`src/hdl/twh_pkg.sv`:
```
// shared types, constants and helpers for the triangular lattice walk histogram
`default_nettype none
package twh_pkg;

  localparam int GRID = 32;
  localparam int BINS = GRID * GRID;
  localparam int ADDR_W = $clog2(BINS);
  localparam int COORD_W = 12;
  localparam int COUNT_W = 32;
  localparam int SPW_W = 10;
  localparam int BIN_W = 10;
  localparam int DIR_W = 3;
  localparam int FIFO_DEPTH = 4;
  localparam int PTR_W = $clog2(FIFO_DEPTH);
  localparam int FILL_W = $clog2(FIFO_DEPTH + 1);

  localparam logic [SPW_W-1:0] SPW_RESET = SPW_W'(100);
  localparam logic signed [COORD_W-1:0] CENTER = COORD_W'(GRID / 2);
  localparam logic [COORD_W-1:0] GRID_C = COORD_W'(GRID);
  localparam logic [ADDR_W-1:0] GRID_A = ADDR_W'(GRID);
  localparam logic [ADDR_W-1:0] LAST_BIN = ADDR_W'(BINS - 1);
  localparam logic [COUNT_W-1:0] COUNT_MAX = {COUNT_W{1'b1}};

  localparam logic CMD_STEP = 1'b0;
  localparam logic CMD_READ = 1'b1;

  localparam logic [DIR_W-1:0] DIR_E  = 3'd0;
  localparam logic [DIR_W-1:0] DIR_N  = 3'd1;
  localparam logic [DIR_W-1:0] DIR_NW = 3'd2;
  localparam logic [DIR_W-1:0] DIR_W_ = 3'd3;
  localparam logic [DIR_W-1:0] DIR_S  = 3'd4;
  localparam logic [DIR_W-1:0] DIR_SE = 3'd5;

  typedef logic [COUNT_W-1:0] count_t;
  typedef logic signed [COORD_W-1:0] coord_t;

  typedef struct packed {
    logic              rd;
    logic              hit;
    logic              done;
    logic [ADDR_W-1:0] addr;
    coord_t            pos_x;
    coord_t            pos_y;
  } op_t;

  function automatic coord_t off_x(input logic [DIR_W-1:0] dir);
    coord_t r;
    case (dir)
      DIR_E, DIR_SE:  r = COORD_W'(1);
      DIR_NW, DIR_W_: r = -COORD_W'(1);
      default:        r = '0;
    endcase
    return r;
  endfunction

  function automatic coord_t off_y(input logic [DIR_W-1:0] dir);
    coord_t r;
    case (dir)
      DIR_N, DIR_NW: r = COORD_W'(1);
      DIR_S, DIR_SE: r = -COORD_W'(1);
      default:       r = '0;
    endcase
    return r;
  endfunction

  function automatic count_t sat_inc(input count_t c);
    return (c == COUNT_MAX) ? c : c + COUNT_W'(1);
  endfunction

endpackage
`default_nettype wire

```
`src/hdl/twh_front.sv`:
```
// front end: walker position, walk length and beat classification
`default_nettype none
module twh_front (
  input  wire logic                          clk,
  input  wire logic                          rst,
  input  wire logic                          accept,
  input  wire logic                          cmd,
  input  wire logic [twh_pkg::DIR_W-1:0]     direction,
  input  wire logic [twh_pkg::BIN_W-1:0]     bin_index,
  input  wire logic                          cfg_write,
  input  wire logic [twh_pkg::SPW_W-1:0]     cfg_data,
  output twh_pkg::op_t                       op
);

  logic [twh_pkg::SPW_W-1:0] steps_per_walk;
  logic [twh_pkg::SPW_W-1:0] step_counter;
  twh_pkg::coord_t walker_x;
  twh_pkg::coord_t walker_y;

  twh_pkg::coord_t nx;
  twh_pkg::coord_t ny;
  logic in_bounds;
  logic done;
  logic bin_ok;
  logic [twh_pkg::SPW_W:0] count_plus;
  logic [twh_pkg::ADDR_W-1:0] step_addr;

  always_comb begin
    nx = walker_x + twh_pkg::off_x(direction);
    ny = walker_y + twh_pkg::off_y(direction);
    in_bounds = !nx[twh_pkg::COORD_W-1] && !ny[twh_pkg::COORD_W-1] &&
                (nx < twh_pkg::GRID_C) && (ny < twh_pkg::GRID_C);
    step_addr = twh_pkg::ADDR_W'(nx) + twh_pkg::ADDR_W'(ny) * twh_pkg::GRID_A;
    count_plus = {1'b0, step_counter} + (twh_pkg::SPW_W + 1)'(1);
    done = count_plus >= {1'b0, steps_per_walk};
    bin_ok = 32'(bin_index) < 32'(twh_pkg::BINS);
    if (cmd == twh_pkg::CMD_READ) begin
      op.rd    = 1'b1;
      op.hit   = bin_ok;
      op.done  = 1'b0;
      op.addr  = twh_pkg::ADDR_W'(bin_index);
      op.pos_x = walker_x;
      op.pos_y = walker_y;
    end else begin
      op.rd    = 1'b0;
      op.hit   = in_bounds;
      op.done  = done;
      op.addr  = step_addr;
      op.pos_x = nx;
      op.pos_y = ny;
    end
  end

  always_ff @(posedge clk) begin
    if (rst) begin
      steps_per_walk <= twh_pkg::SPW_RESET;
    end else if (cfg_write) begin
      steps_per_walk <= cfg_data;
    end
  end

  always_ff @(posedge clk) begin
    if (rst) begin
      walker_x <= twh_pkg::CENTER;
      walker_y <= twh_pkg::CENTER;
      step_counter <= '0;
    end else if (accept && cmd == twh_pkg::CMD_STEP) begin
      if (done) begin
        walker_x <= twh_pkg::CENTER;
        walker_y <= twh_pkg::CENTER;
        step_counter <= '0;
      end else begin
        walker_x <= nx;
        walker_y <= ny;
        step_counter <= count_plus[twh_pkg::SPW_W-1:0];
      end
    end
  end

endmodule
`default_nettype wire

```
`config.mk`:
```
export PLATFORM = sky130hd
export DESIGN_NAME = twh_front
export DESIGN_NICKNAME = d
export VERILOG_FILES = /design/src/hdl/twh_pkg.sv /design/src/hdl/twh_front.sv
export SDC_FILE = /design/constraint.sdc
export NUM_CORES = 1
export LEC_CHECK = 0
export ABC_AREA = 1
export BUFFER_PORTS_ARGS = -buffer_cell sky130_fd_sc_hd__buf_2
export CAP_MARGIN = 30
export CORE_MARGIN = 4
export CORE_UTILIZATION = 45
export CTS_CLUSTER_SIZE = 30
export DETAILED_ROUTE_END_ITERATION = 10
export GPL_TIMING_DRIVEN = 0
export PLACE_DENSITY = 0.67
export SLEW_MARGIN = 15
export SYNTH_ARGS = -nofsm -noshare
export SYNTH_HDL_FRONTEND = slang
export SYNTH_SLANG_ARGS = --single-unit
```
`constraint.sdc`:
```
create_clock -name clk -period 3.1 [get_ports clk]
set_input_delay 0.155 -clock clk [delete_from_list [all_inputs] [get_ports clk]]
set_output_delay 0.155 -clock clk [all_outputs]
set_load 0.02 [all_outputs]
```
==> metrics.md <==
| Metric | Value |
|---|---|
| Chip width | 102 um |
| Arr. time, crit path | 2.90 ns |
| Root Buffer | clkbuf_8 |
| Drt wl/cell | 14.1 um |
| Ports | 65 |
| Yosys reg bits | 44 |
| Clock Skews | 0.00696 ns |
| Worst rel slew slack | 0.482 |
| Post-synthesis sequential area ratio | 0.223 |
| Post-synth cell types | 34 |
| H-tree Lvls | 2 |
| Power density over cell area | 362 nW/um^2 |
| TritonCTS clock tree | built |
| Final setup margin | 0.0445 ns |
| Clock transition at path regs | 0.09 ns |
| Pwr Total | 1.78 mW |
| Status | completed |
| DP HPWL | 8.67 mm |
| Clock Latency Late Sink | 0.30 ns |
| Initial drt markers | 211 |
| LEAKAGE | 2.53 nW |
| Reg power frac | 0.343 |
| Largest net degree at the start of global routing | 14 |
| Ys Warns | 0 |
| DRC | 0 |
| Initial antenna violation count | 0 |
| First-pass GRT wire length | 19.1 mm |
| Hold_buf cts | 0 |
| Synth-to-layout area growth | 24.6% |
| Final Critical Period | 3.06 ns |
| Final WL | 11.6 mm |
| Final Slew Violations | 0 |
| Gate power share | 0.360 |
| Worst Hold Class | in -> reg |
| CP Max Fanout | 3 |
| Switch share | 0.353 |
| Worst VDD drop | 0.272 mV |
| Port-buffer cells | 63 |
| Pint | 1.15 mW |
| DIE HEIGHT | 102 um |
| Net Sw Power | 0.630 mW |
| Hold Crit Depth | 3 |
| Vias in the first global route | 4,119 |
| Post-route ant nets | 0 |
| Cells on worst reg2reg path | 19 |
| Via count | 4,265 |
| Final estimated routing congestion in global placement | 0.919 |
| Fraction of layout cells with a size suffix above 1 | 0.257 |
| Cts bufs inserted | 5 |
| Final Setup Violations | 0 |
| WP data required | 2.94 ns |
| GRT overflow | 0 |
| Die area | 10,400 um^2 |
| Worst-case clock buffer depth | 2 |
| Crit Path Category | in -> out |
| FMAX | 327 MHz |
| Antenna cells | 0 |
| Syn_nets | 696 |
| Fin nets | 783 |
| Startpoint Class | input pin |
| FP Rows | 33 |
| Clock net sink count | 44 |
| Initial DRT Pass Iterations | 5 |
| CORE AREA | 8380 um^2 |
| Syn Area/Cell | 6.30 um^2 |
| Starting Density | 0.472 |
| Critical Path Sink Type | output port |
| RSZ-0062 raised after global routing | true |
| Post-Synthesis Cells | 628 |
| Worst slew pin tran | 0.777 ns |
| Clk pwr share | 0.297 |
| Max Cap Viol | 0 |
| Vias/cell | 5.20 |
| Final hold vios | 0 |
| Tcrit/Tclk final | 0.986 |
| Tot GR Track Use | 0.230 |
| Synthesized area | 3960 um^2 |
| Pre-CTS setup slack | -0.549 ns |
## Yosys cell counts, drive strengths merged
cell type / count / area [um^2]
nand2: 243 / 972
inv: 74 / 278
a21oi: 59 / 363
nor2: 49 / 205
dfxtp: 44 / 881
ha: 37 / 463
nand3: 29 / 150
o21ai: 21 / 105
a31oi: 14 / 87.6
clkbuf: 13 / 48.8
xor2: 12 / 105
nand4: 7 / 50.1
buf: 5 / 52.6
xnor2: 4 / 35.0
a21o: 3 / 22.5
fa: 3 / 60.1
o21bai: 3 / 22.5
or2: 3 / 18.8
nand3b: 2 / 15.0
a21boi: 1 / 7.51
a31o: 1 / 8.76
nor3: 1 / 5.00
## critical path: stages
cell,delay (ns)
buf_12,0.11
or2_4,0.27
a31oi_4,0.16
ha_2,0.20
inv_2,0.04
fa_2,0.36
inv_2,0.09
buf_4,0.11
nand2_1,0.06
nand4_1,0.12
nand2_2,0.12
fa_2,0.39
a31oi_2,0.21
xnor2_1,0.16
o21ai_1,0.08
nand2_1,0.07
nand2_1,0.06
buf_6,0.13
## through the flow
step | setup TNS (ns) | util | instance area [um^2] | instances | hold WS [ns]
2_1_floorplan | 0 | - | 3960 | 628 | 0.266
3_3_place_gp | -0.788 | 0.525 | 4400 | 796 | 0.377
3_5_place_dp | -0.963 | 0.525 | 4400 | 796 | 0.384
4_1_cts | -0.0248 | 0.572 | 4790 | 817 | 0.0656
5_1_grt | -0.108 | 0.588 | 4930 | 820 | 0.0746
6_report | 0 | 0.588 | 4930 | 820 | 0.0704
## routing by layer
layer / routed length (um) / GRT usage / up-vias
li1: - / - / 2188
met1: 5060 / 0.295 / 1953
met2: 5750 / 0.391 / 101
met3: 516 / 0.0269 / 23
met4: 275 / 0.0961 / 0
met5: 0 / 0 / -
## placed cells by master (no fill, tap or decap), types with 4 or more instances in the layout
master      n
clkbuf_1   13
nand2_2    29
a21oi_2    21
a31oi_1    12
nand2_1   212
ha_1       28
ha_4        6
buf_4      17
nand4_1     6
a21oi_1    38
dfxtp_1    39
clkbuf_8    5
nor2_1     45
xor2_1     10
xnor2_1     4
dfxtp_2     5
nand3_1    26
inv_2       6
inv_1      65
o21ai_0    20
buf_2      59
## sequential cells by signal (all words and copies together), names as in the netlist
name and count:
walker_y 12, step_counter 10, steps_per_walk 10, walker_x 12
## final cells by class
cell class	instances	area [um^2]
plain buffers	18	101
clock inverters	2	60.1
flip-flops and latches	44	887
multi-input cells	492	2900
inverters	74	290
clock buffers	5	68.8
fillers	799	3450
well taps	105	131
repair buffers	80	493
## power groups by stage
stage | clock network, mW | logic [mW] | registers, mW
3_3_place_gp | 0 | 0.544 | 0.620
5_1_grt | 0.561 | 0.710 | 0.614
4_1_cts | 0.537 | 0.609 | 0.609
2_1_floorplan | 0 | 0.394 | 0.617
3_5_place_dp | 0 | 0.553 | 0.621
6_report | 0.529 | 0.642 | 0.611
## repair_timing
action / in CTS / in global routing
pin swaps: 15 / 13
gates resized for setup: 34 / 26
buffers inserted: 14 / 3
hold endpoints to repair: 0 / 0
gates cloned: 0 / 0
endpoints found under the setup margin: 4 / 3
## kinds of logic after synthesis
family | Yosys count | synth area share
simple gates | 334 | 0.358
buf+inv | 92 | 0.0958
flops | 44 | 0.223
fa+ha+maj | 40 | 0.132
xor+xnor | 16 | 0.0354
compound gates | 102 | 0.156
## path summary, 6_finish.rpt
check / slack, ns / start / end
max: 0.04 / direction[1] / op[33]
min: 0.07 / cfg_data[5] / steps_per_walk[5]$_SDFFE_PP1P_
max reg2reg: 0.54 / step_counter[1]$_SDFFE_PP0P_ / walker_y[10]$_SDFFE_PP0P_
min reg2reg: 0.47 / steps_per_walk[7]$_SDFFE_PP0P_ / steps_per_walk[7]$_SDFFE_PP0P_
Note: power is estimated with default switching activity, not from simulation.
