**src/hdl/twh_pkg.sv**
```systemverilog
// shared types, constants and helpers for the triangular lattice walk histogram
`default_nettype none
package twh_pkg;

  localparam int GRID = 32;
  localparam int BINS = GRID * GRID;
  localparam int ADDR_W = $clog2(BINS);
  localparam int COORD_W = 12;
  localparam int COUNT_W = 32;
  localparam int SPW_W = 10;
  localparam int BIN_W = 10;
  localparam int DIR_W = 3;
  localparam int FIFO_DEPTH = 4;
  localparam int PTR_W = $clog2(FIFO_DEPTH);
  localparam int FILL_W = $clog2(FIFO_DEPTH + 1);

  localparam logic [SPW_W-1:0] SPW_RESET = SPW_W'(100);
  localparam logic signed [COORD_W-1:0] CENTER = COORD_W'(GRID / 2);
  localparam logic [COORD_W-1:0] GRID_C = COORD_W'(GRID);
  localparam logic [ADDR_W-1:0] GRID_A = ADDR_W'(GRID);
  localparam logic [ADDR_W-1:0] LAST_BIN = ADDR_W'(BINS - 1);
  localparam logic [COUNT_W-1:0] COUNT_MAX = {COUNT_W{1'b1}};

  localparam logic CMD_STEP = 1'b0;
  localparam logic CMD_READ = 1'b1;

  localparam logic [DIR_W-1:0] DIR_E  = 3'd0;
  localparam logic [DIR_W-1:0] DIR_N  = 3'd1;
  localparam logic [DIR_W-1:0] DIR_NW = 3'd2;
  localparam logic [DIR_W-1:0] DIR_W_ = 3'd3;
  localparam logic [DIR_W-1:0] DIR_S  = 3'd4;
  localparam logic [DIR_W-1:0] DIR_SE = 3'd5;

  typedef logic [COUNT_W-1:0] count_t;
  typedef logic signed [COORD_W-1:0] coord_t;

  typedef struct packed {
    logic              rd;
    logic              hit;
    logic              done;
    logic [ADDR_W-1:0] addr;
    coord_t            pos_x;
    coord_t            pos_y;
  } op_t;

  function automatic coord_t off_x(input logic [DIR_W-1:0] dir);
    coord_t r;
    case (dir)
      DIR_E, DIR_SE:  r = COORD_W'(1);
      DIR_NW, DIR_W_: r = -COORD_W'(1);
      default:        r = '0;
    endcase
    return r;
  endfunction

  function automatic coord_t off_y(input logic [DIR_W-1:0] dir);
    coord_t r;
    case (dir)
      DIR_N, DIR_NW: r = COORD_W'(1);
      DIR_S, DIR_SE: r = -COORD_W'(1);
      default:       r = '0;
    endcase
    return r;
  endfunction

  function automatic count_t sat_inc(input count_t c);
    return (c == COUNT_MAX) ? c : c + COUNT_W'(1);
  endfunction

endpackage
`default_nettype wire

```
**src/hdl/twh_fifo.sv**
```systemverilog
// short queue of classified beats between front and back
`default_nettype none
module twh_fifo (
  input  wire logic          clk,
  input  wire logic          rst,
  input  wire logic          push,
  input  wire twh_pkg::op_t  push_data,
  output logic               full,
  input  wire logic          pop,
  output twh_pkg::op_t       head,
  output logic               empty
);

  twh_pkg::op_t slots [twh_pkg::FIFO_DEPTH];
  logic [twh_pkg::PTR_W-1:0] wr_ptr;
  logic [twh_pkg::PTR_W-1:0] rd_ptr;
  logic [twh_pkg::FILL_W-1:0] fill;

  assign full  = fill == twh_pkg::FILL_W'(twh_pkg::FIFO_DEPTH);
  assign empty = fill == '0;
  assign head  = slots[rd_ptr];

  always_ff @(posedge clk) begin
    if (push) begin
      slots[wr_ptr] <= push_data;
    end
  end

  always_ff @(posedge clk) begin
    if (rst) begin
      wr_ptr <= '0;
      rd_ptr <= '0;
      fill <= '0;
    end else begin
      if (push) begin
        wr_ptr <= (wr_ptr == twh_pkg::PTR_W'(twh_pkg::FIFO_DEPTH - 1)) ? '0
                  : wr_ptr + twh_pkg::PTR_W'(1);
      end
      if (pop) begin
        rd_ptr <= (rd_ptr == twh_pkg::PTR_W'(twh_pkg::FIFO_DEPTH - 1)) ? '0
                  : rd_ptr + twh_pkg::PTR_W'(1);
      end
      if (push && !pop) begin
        fill <= fill + twh_pkg::FILL_W'(1);
      end else if (pop && !push) begin
        fill <= fill - twh_pkg::FILL_W'(1);
      end
    end
  end

endmodule
`default_nettype wire

```
**config.mk**
```make
export PLATFORM = sky130hd
export DESIGN_NAME = twh_fifo
export DESIGN_NICKNAME = d
export VERILOG_FILES = /design/src/hdl/twh_pkg.sv /design/src/hdl/twh_fifo.sv
export SDC_FILE = /design/constraint.sdc
export NUM_CORES = 1
export LEC_CHECK = 0
export BUFFER_PORTS_ARGS = -buffer_cell sky130_fd_sc_hd__buf_2
export CAP_MARGIN = 40
export CORE_MARGIN = 2
export CORE_UTILIZATION = 51
export CTS_CLUSTER_SIZE = 30
export DETAILED_ROUTE_END_ITERATION = 7
export PLACE_DENSITY = 0.75
export SYNTH_ARGS = -nofsm -noshare
export SYNTH_HDL_FRONTEND = slang
export SYNTH_SLANG_ARGS = --single-unit
```
**constraint.sdc**
```tcl
create_clock -name clk -period 1.95 [get_ports clk]
set_input_delay 0.195 -clock clk [delete_from_list [all_inputs] [get_ports clk]]
set_output_delay 0.195 -clock clk [all_outputs]
set_load 0.05 [all_outputs]
```
==> impl_results.md, run 1 <==
* Status: complete, but fails checks
* Violated checks: setup timing
* Final setup margin at -0.02886 ns
* # port buffers at 79
* DR pass1 iterations at 4
* Initial antenna violation count at 0
* Worst slack, placed at 0.2897 ns
* Slew headroom at 83.79%
* Dominant synthesized flop cell: edfxtp_1
* Clk Latency, worst-skew pair at 0.41 ns
* Slew Viols, Final at 0
* Crit path kind: reg2out
* Yosys reg bits at 157
* Worst-path clk slew at 0.06 ns
* Synth Area per Inst at 24.62 sq um
* Via density at 5.293
* Seq/Total Area, Yosys at 79.25%
* Detail Route Antenna Nets at 0
* Tcrit/Tclk final at 101.5%
* Rows at 39
* # diodes at 0
* Worst reg2reg path depth at 4
* DP HPWL at 5.473 mm
* Hold Fails Final Rpt at 0
* Setup Viol. Count Final at 13
* Max-Cap Viols at 0
* Setup TNS at -0.1811 ns
* Synthesis-to-finish area growth at 30.55%
* Actual slew at the worst max-slew pin at 0.2431 ns
* HP Class: in2reg
* RSZ-0062 raised after global routing: yes
* Clk_skew at 0.005963 ns
* CP top delay family: multiplexers
* GPL Wtd Cong at 0.7194
* CTS tree: yes
* Root Buffer: clkbuf_16
* P per Cell Area at 1074 nW/um^2
* Crit path time final at 1.979 ns
* Max incr delay on CP at 0.51 ns
* Metal-1 WL at 4.372 mm
* DR DRC count at 0
* Crit path max fanout at 6
* Largest net degree at the start of global routing at 38
* R2R setup slack at 0.47 ns
* Gr usage total at 17.85%
* Worst hold margin at 0.02732 ns
* Number of vias in the routed layout at 2800
* Die Y-Extent at 111.0 um
* CTS sink cnt at 157
* Worst Path Required at 1.75 ns
* I/O pin total at 80
* H-tree depth at 4
* Worst r2r src: fill[0]
* WP buf/inv at 2
* Post-DR wirelength/cell at 19.26 um
* Reg2Reg Capture Point: fill[2]
* Die area at 12310 sq um
* Critical Path End: head[24]
* Drt initial violations at 170
* Max Used Layer: met4
* Startpoint Class: register
* CTS Buffer Depth at 2
* Initial Util at 51.77%
* Worst Path Arrival at 1.78 ns
* Syn Nets at 285
* Global-route wire length before repair at 16.01 mm
* Core area at 11270 sq um
* Ys async rst share at 0%
* Fin util at 67.59%
* Leakage at 2.680 nW
* Layout Nets at 421
* Vias in the first global route at 3013
* Routed wl met3 at 535 um
* Ys Warns at 0
* Met2 WL at 5.237 mm
* Gr ovfl total at 0
* Mapped Area at 5836 sq um
* Crit path capture type: output pin
* Num CTS Buffers at 17
* Fmax at 505.3 MHz
* Worst path depth at 3
* Total wire length at 10.19 mm
* Layout cells sized above 1 at 41.71%
* Die Width at 111.0 um
* Crit-path cells: bufbuf_16 -> mux4_2 -> buf_6
* Maximum vdd drop at 561.5 uV
* CP max-delay cell: mux4_2
* EDFF count, synth at 148
* Post-Syn Instances at 237
* Count of different cell masters after synthesis at 20
==> cell type report <==
class | instances | area, sq um
Sequential cell | 157 | 4629
Fill cell | 737 | 3654
Timing Repair Buffer | 125 | 1146
Multi-Input combinational cell | 68 | 1084
Clock buffer | 24 | 514.2
Tap cell | 143 | 178.9
Clock inverter | 8 | 51.30
Inverter | 4 | 15.01
==> cells in the final DEF, fill, tap and decap left out, types with 4 or more instances in the layout <==
master,synthesis,routed
buf_2,3,43
buf_4,0,11
dfxtp_1,9,7
mux4_2,30,37
mux2i_1,4,4
buf_12,3,6
and2_2,0,4
ha_1,6,6
buf_6,1,26
inv_1,4,4
edfxtp_1,148,148
nor2_1,7,7
dlygate4sd3_1,0,36
clkbuf_16,0,19
==> layer usage <==
layer  vias to the layer above  track usage [%]
met1                      1426            23.68
met2                        95            28.18
met4                         0            6.000
met3                         6            6.069
met5                         -                0
li1                       1273                -
==> logic make-up (layout without fill, tap and decap cells) <==
| kind of cell | after synthesis | in the layout | share of synthesized area, % |
|---|---|---|---|
| mux | 41 | 41 | 15.42 |
| fa+ha+maj | 7 | 7 | 1.629 |
| flops | 157 | 157 | 79.25 |
| xor+xnor | 2 | 2 | 0.3002 |
| compound gates | 3 | 3 | 0.2572 |
| simple gates | 15 | 15 | 1.329 |
| buf+inv | 12 | 161 | 1.822 |
==> worst register-to-register path, delay by kind of cell, from the launching register on <==
family / cells / cell delay [ns]
AOI/OAI and AO/OA: 1 / 0.15
xor gates and xnor gates: 1 / 0.16
and+or+nand+nor: 1 / 0.30
DFF: 1 / 0.35
adders and majority gates: 1 / 0.45
==> synthesized netlist by cell type (all sizes together) (2+ instances only) <==
master / number / area (sq um)
a21oi: 2 / 10.01
nor3b: 2 / 15.01
nor2: 7 / 26.28
xor2: 2 / 17.52
ha: 6 / 75.07
mux4: 37 / 859.6
mux2i: 4 / 40.04
edfxtp: 148 / 4444
inv: 4 / 15.01
buf: 7 / 86.33
and2: 4 / 25.02
dfxtp: 9 / 180.2
==> power breakdown <==
group	internal, mW	total, mW	switching, mW	leakage (nW)
Sequential	3.86	3.91	0.0538	1.43
Clock	1.85	3.06	1.21	0.286
Combinational	0.491	1.21	0.724	0.960
==> worst min path at each step <==
stage | startpoint | end | slack (ns) | depth (start not counted)
2_1_floorplan | rst | fill[2] | 0.26 | 1
3_3_place_gp | push_data[35] | slots[2][35] | 0.41 | 1
3_5_place_dp | push_data[11] | slots[2][11] | 0.41 | 1
4_1_cts | push_data[23] | slots[2][23] | 0.006 | 1
5_1_grt | push_data[23] | slots[2][23] | 0.02 | 1
6_report | push_data[23] | slots[2][23] | 0.03 | 1
==> per-stage QoR <==
stage | area (sq um) | cells | total power [mW]
finish | 7619 | 529 | 8.182
global route | 7619 | 529 | 8.469
global placement | 6454 | 458 | 4.963
detailed placement | 6454 | 458 | 4.989
CTS | 7607 | 529 | 8.240
floorplan | 5836 | 237 | 4.715
==> flip-flops by register name (all words and copies together) (netlist names), named ones only <==
| register | count |
|---|---|
| fill | 3 |
| wr_ptr | 2 |
| slots | 148 |
| rd_ptr | 2 |
==> what timing repair did <==
item / 4_1_cts / 5_1_grt
buffers inserted: 1 / 0
setup endpoints to repair: 37 / 35
hold buffers: 36 / 0
cloned: 2 / 0
resized for setup: 70 / 3
endpoints found under the hold margin: 144 / 0
Power figures use the tool's default switching activity.
==> inputs of run 2 (changes only) <==
--- a/config.mk
+++ b/config.mk
@@ -5,13 +5,17 @@
 export SDC_FILE = /design/constraint.sdc
 export NUM_CORES = 1
 export LEC_CHECK = 0
+export ABC_AREA = 1
 export BUFFER_PORTS_ARGS = -buffer_cell sky130_fd_sc_hd__buf_2
 export CAP_MARGIN = 40
+export CELL_PAD_IN_SITES_DETAIL_PLACEMENT = 0
+export CELL_PAD_IN_SITES_GLOBAL_PLACEMENT = 1
 export CORE_MARGIN = 2
-export CORE_UTILIZATION = 51
+export CORE_UTILIZATION = 42
+export CTS_CLUSTER_DIAMETER = 150
 export CTS_CLUSTER_SIZE = 30
 export DETAILED_ROUTE_END_ITERATION = 7
-export PLACE_DENSITY = 0.75
+export PLACE_DENSITY_LB_ADDON = 0.1
 export SYNTH_ARGS = -nofsm -noshare
 export SYNTH_HDL_FRONTEND = slang
 export SYNTH_SLANG_ARGS = --single-unit
==> run 2 against run 1 <==
  * The flow now finishes without violations
  * Worst setup slack improved by 0.11 ns
  * Cell area decreased by 0.97%
  * Largest cell class unchanged
  * Via count up 33%
  * Sequential share of layout area grew 0.54 points
  * First-iteration DRC count is 100% higher
  * Critical path type unchanged
  * Global-route usage is 1.0 points lower
==> impl_results.md, run 2 <==
* Status: completed
* Global-route wire length before repair at 18.80 mm (+17%)
* Actual slew at the worst max-slew pin at 0.3652 ns (+0.1221 ns)
* Startpoint Class: register
* Initial Util at 42.84% (-8.9 points)
* Top flop regs: slots: 148 flops, fill: 3 flops
* HP Class: in2reg
* CP max-delay cell: dfxtp_2
* Seq/Total Area, Yosys at 77.76% (-1.5 points)
* Crit-path cells: inv_2 -> buf_6 -> nor2_1 -> o22ai_1 -> clkbuf_4
* Ys async rst share at 0% (unchanged)
* Largest family of logic cells by synthesized area: compound AO/OA/AOI/OAI gates
* Gr usage total at 16.85% (-1.0 points)
* Syn Nets at 465 (+63%)
* Rows at 43 (+10%)
* Core area at 13880 sq um (+23%)
* Yosys reg bits at 157 (unchanged)
* Die Y-Extent at 123.0 um (+11%)
* Count of different cell masters after synthesis at 21 (+5.0%)
* DR pass1 iterations at 7 (+3)
* Worst Path Required at 1.75 ns (about the same)
* Area share of xor/xnor cells in the synthesized design at 0.1473% (-0.15 points)
* Crit path capture type: output pin
* Compound-cell area share of the yosys netlist at 10.62% (+10 points)
* Post-synthesis mux area share at 0% (-15 points)
* Vias in the first global route at 3590 (+19%)
* Clk Latency, worst-skew pair at 0.41 ns (about the same)
* Gr ovfl total at 0 (unchanged)
* Met2 WL at 6.027 mm (+15%)
* Synth Area per Inst at 14.26 sq um (-42%)
* I/O pin total at 80 (unchanged)
* Worst Path Arrival at 1.68 ns (-0.10 ns)
* P per Cell Area at 1137 nW/um^2 (+5.9%)
* H-tree depth at 4 (unchanged)
* Worst hold margin at 0.01396 ns (-0.01336 ns)
* DP HPWL at 7.088 mm (+29%)
* Synthesis-to-finish area growth at 26.87%
* Setup Viol. Count Final at 0 (-13)
* Most frequent cells in the layout: edfxtp_1 (148), nor2_1 (82), buf_2 (70)
* Num CTS Buffers at 17 (unchanged)
* Post-DR wirelength/cell at 16.94 um (-12%)
* Clk_skew at 0.005901 ns (-0.00006195 ns)
* Total wire length at 12.36 mm (+21%)
* # diodes at 0 (unchanged)
* Tcrit/Tclk final at 96.00% (-5.5 points)
* DR DRC count at 0 (unchanged)
* Leakage at 2.761 nW (+3.0%)
* RSZ-0062 raised after global routing: yes
* Crit path max fanout at 18 (+12)
* Number of vias in the routed layout at 3726 (+33%)
* Routed wl met3 at 553 um (+3.4%)
* Worst-path clk slew at 0.06 ns (about the same)
* Crit path kind: reg2out
* Largest register FFs at 148 (unchanged)
* Most common cell in the netlist: edfxtp_1
* Detail Route Antenna Nets at 0 (unchanged)
* Largest net degree at the start of global routing at 57 (+50%)
* Commonest cells post-synth: edfxtp_1 (148), nor2_1 (82), o21ai_0 (49), o22ai_1 (37), o21ai_1 (28)
* Synth top area cells: edfxtp_1 (75%), nor2_1 (5.2%), o21ai_0 (4.1%)
* CTS tree: yes
* Hold Fails Final Rpt at 0 (unchanged)
* Fmax at 534.2 MHz (+5.7%)
* # port buffers at 79 (unchanged)
* Post-Synth Simple-Gate Area at 6.207% (+4.9 points)
* Metal-1 WL at 5.581 mm (+28%)
* WP buf/inv at 3 (+1)
* Die Width at 123.0 um (+11%)
* Post-Synth Adder-Cell Area at 1.599% (-0.031 points)
* Mapped Area at 5947 sq um (+1.9%)
* Slew Viols, Final at 0 (unchanged)
* Layout Nets at 585 (+39%)
* CTS Buffer Depth at 2 (unchanged)
* Layout cells sized above 1 at 23.64% (-18 points)
* GPL Wtd Cong at 0.7605 (+5.7%)
* Die area at 15130 sq um (+23%)
* Post-Syn Instances at 417 (+76%)
* Via density at 5.104 (-3.6%)
* Root Buffer: clkbuf_16
* CTS sink cnt at 157 (unchanged)
* Ys Warns at 0 (unchanged)
* Synth area leader: edfxtp_1
* Max incr delay on CP at 0.35 ns (-0.16 ns)
* Dominant synthesized flop cell: edfxtp_1
* Largest Register: slots
* Max Used Layer: met4
* Yosys top cell area share at 74.73% (-1.4 points)
* Crit path time final at 1.872 ns (-0.1070 ns)
* Max-Cap Viols at 0 (unchanged)
* Commonest non-fill, non-tap cell in the layout: edfxtp_1
* Drt initial violations at 341 (+100%)
* Setup TNS at 0 ns (+0.1811 ns)
* CP top delay family: buffers and inverters
* Slew headroom at 75.65% (-8.1 points)
* EDFF count, synth at 148 (unchanged)
* Maximum vdd drop at 713.6 uV (+27%)
* Initial antenna violation count at 0 (unchanged)
==> run 2: worst paths after layout <==
kind	start	end	slack (ns)	cells after the start
worst max-delay path	register	head[16]	0.08	5
worst min-delay path	push_data[36]	slots[1][36]	0.01	1
worst max register to register	wr_ptr[0]	slots[2][27]	0.56	5
worst min register to register	wr_ptr[1]	wr_ptr[1]	0.53	2
==> run 2: worst reg2reg max path, cell delays in order, from the launching register on <==
cell     delay (ns)
dfxtp_1        0.35
inv_1          0.10
ha_1           0.14
nand2_1        0.06
inv_2          0.06
buf_4          0.33
==> run 2: routing by layer <==
metal	up-vias	global-route usage [%]
li1	1793	-
met1	1835	22.16
met2	82	27.24
met3	16	4.382
met4	0	5.966
met5	-	0
==> run 2: where the power goes <==
part	switching (mW)	total [mW]	internal (mW)
combinational	0.872	1.21	0.337
clock	1.22	3.48	2.25
sequential	0.0472	3.89	3.85
==> run 2: timing repair <==
| item | in CTS | in global routing |
|---|---|---|
| hold buffers | 27 | 1 |
| hold endpoints to repair | 103 | 4 |
| setup buffers | 0 | 0 |
| endpoints found under the setup margin | 12 | 16 |
| gates cloned | 0 | 1 |
| resized for setup | 3 | 12 |
==> run 2: logic make-up (layout without fill, tap and decap cells) <==
| logic type | Yosys count | after routing |
|---|---|---|
| buf+inv | 39 | 172 |
| compound gates | 117 | 117 |
| flops | 157 | 157 |
| fa+ha+maj | 7 | 7 |
| simple gates | 96 | 96 |
| xor+xnor | 1 | 1 |
==> run 2: through the flow <==
stage                     util [%]  cells  instance area, sq um  worst slack [ns]  total power, mW
final                        54.35    730                  7545           0.07810            8.578
after global routing         54.35    730                  7545          -0.03274            8.885
after CTS                    53.88    728                  7478           0.01674            8.624
after detailed placement     47.32    669                  6569            0.3462            5.111
after global placement       47.32    669                  6569            0.4017            5.098
after floorplan                  -    417                  5947            0.1850            4.771
==> run 2: layout make-up <==
class / instances / area (sq um)
multi-input cells: 221 / 1105
inverters: 16 / 60.06
well taps: 180 / 225.2
repair buffers: 124 / 899.6
fillers: 1143 / 6336
flip-flops and latches: 157 / 4626
clock inverters: 13 / 196.4
clock buffers: 19 / 432.9
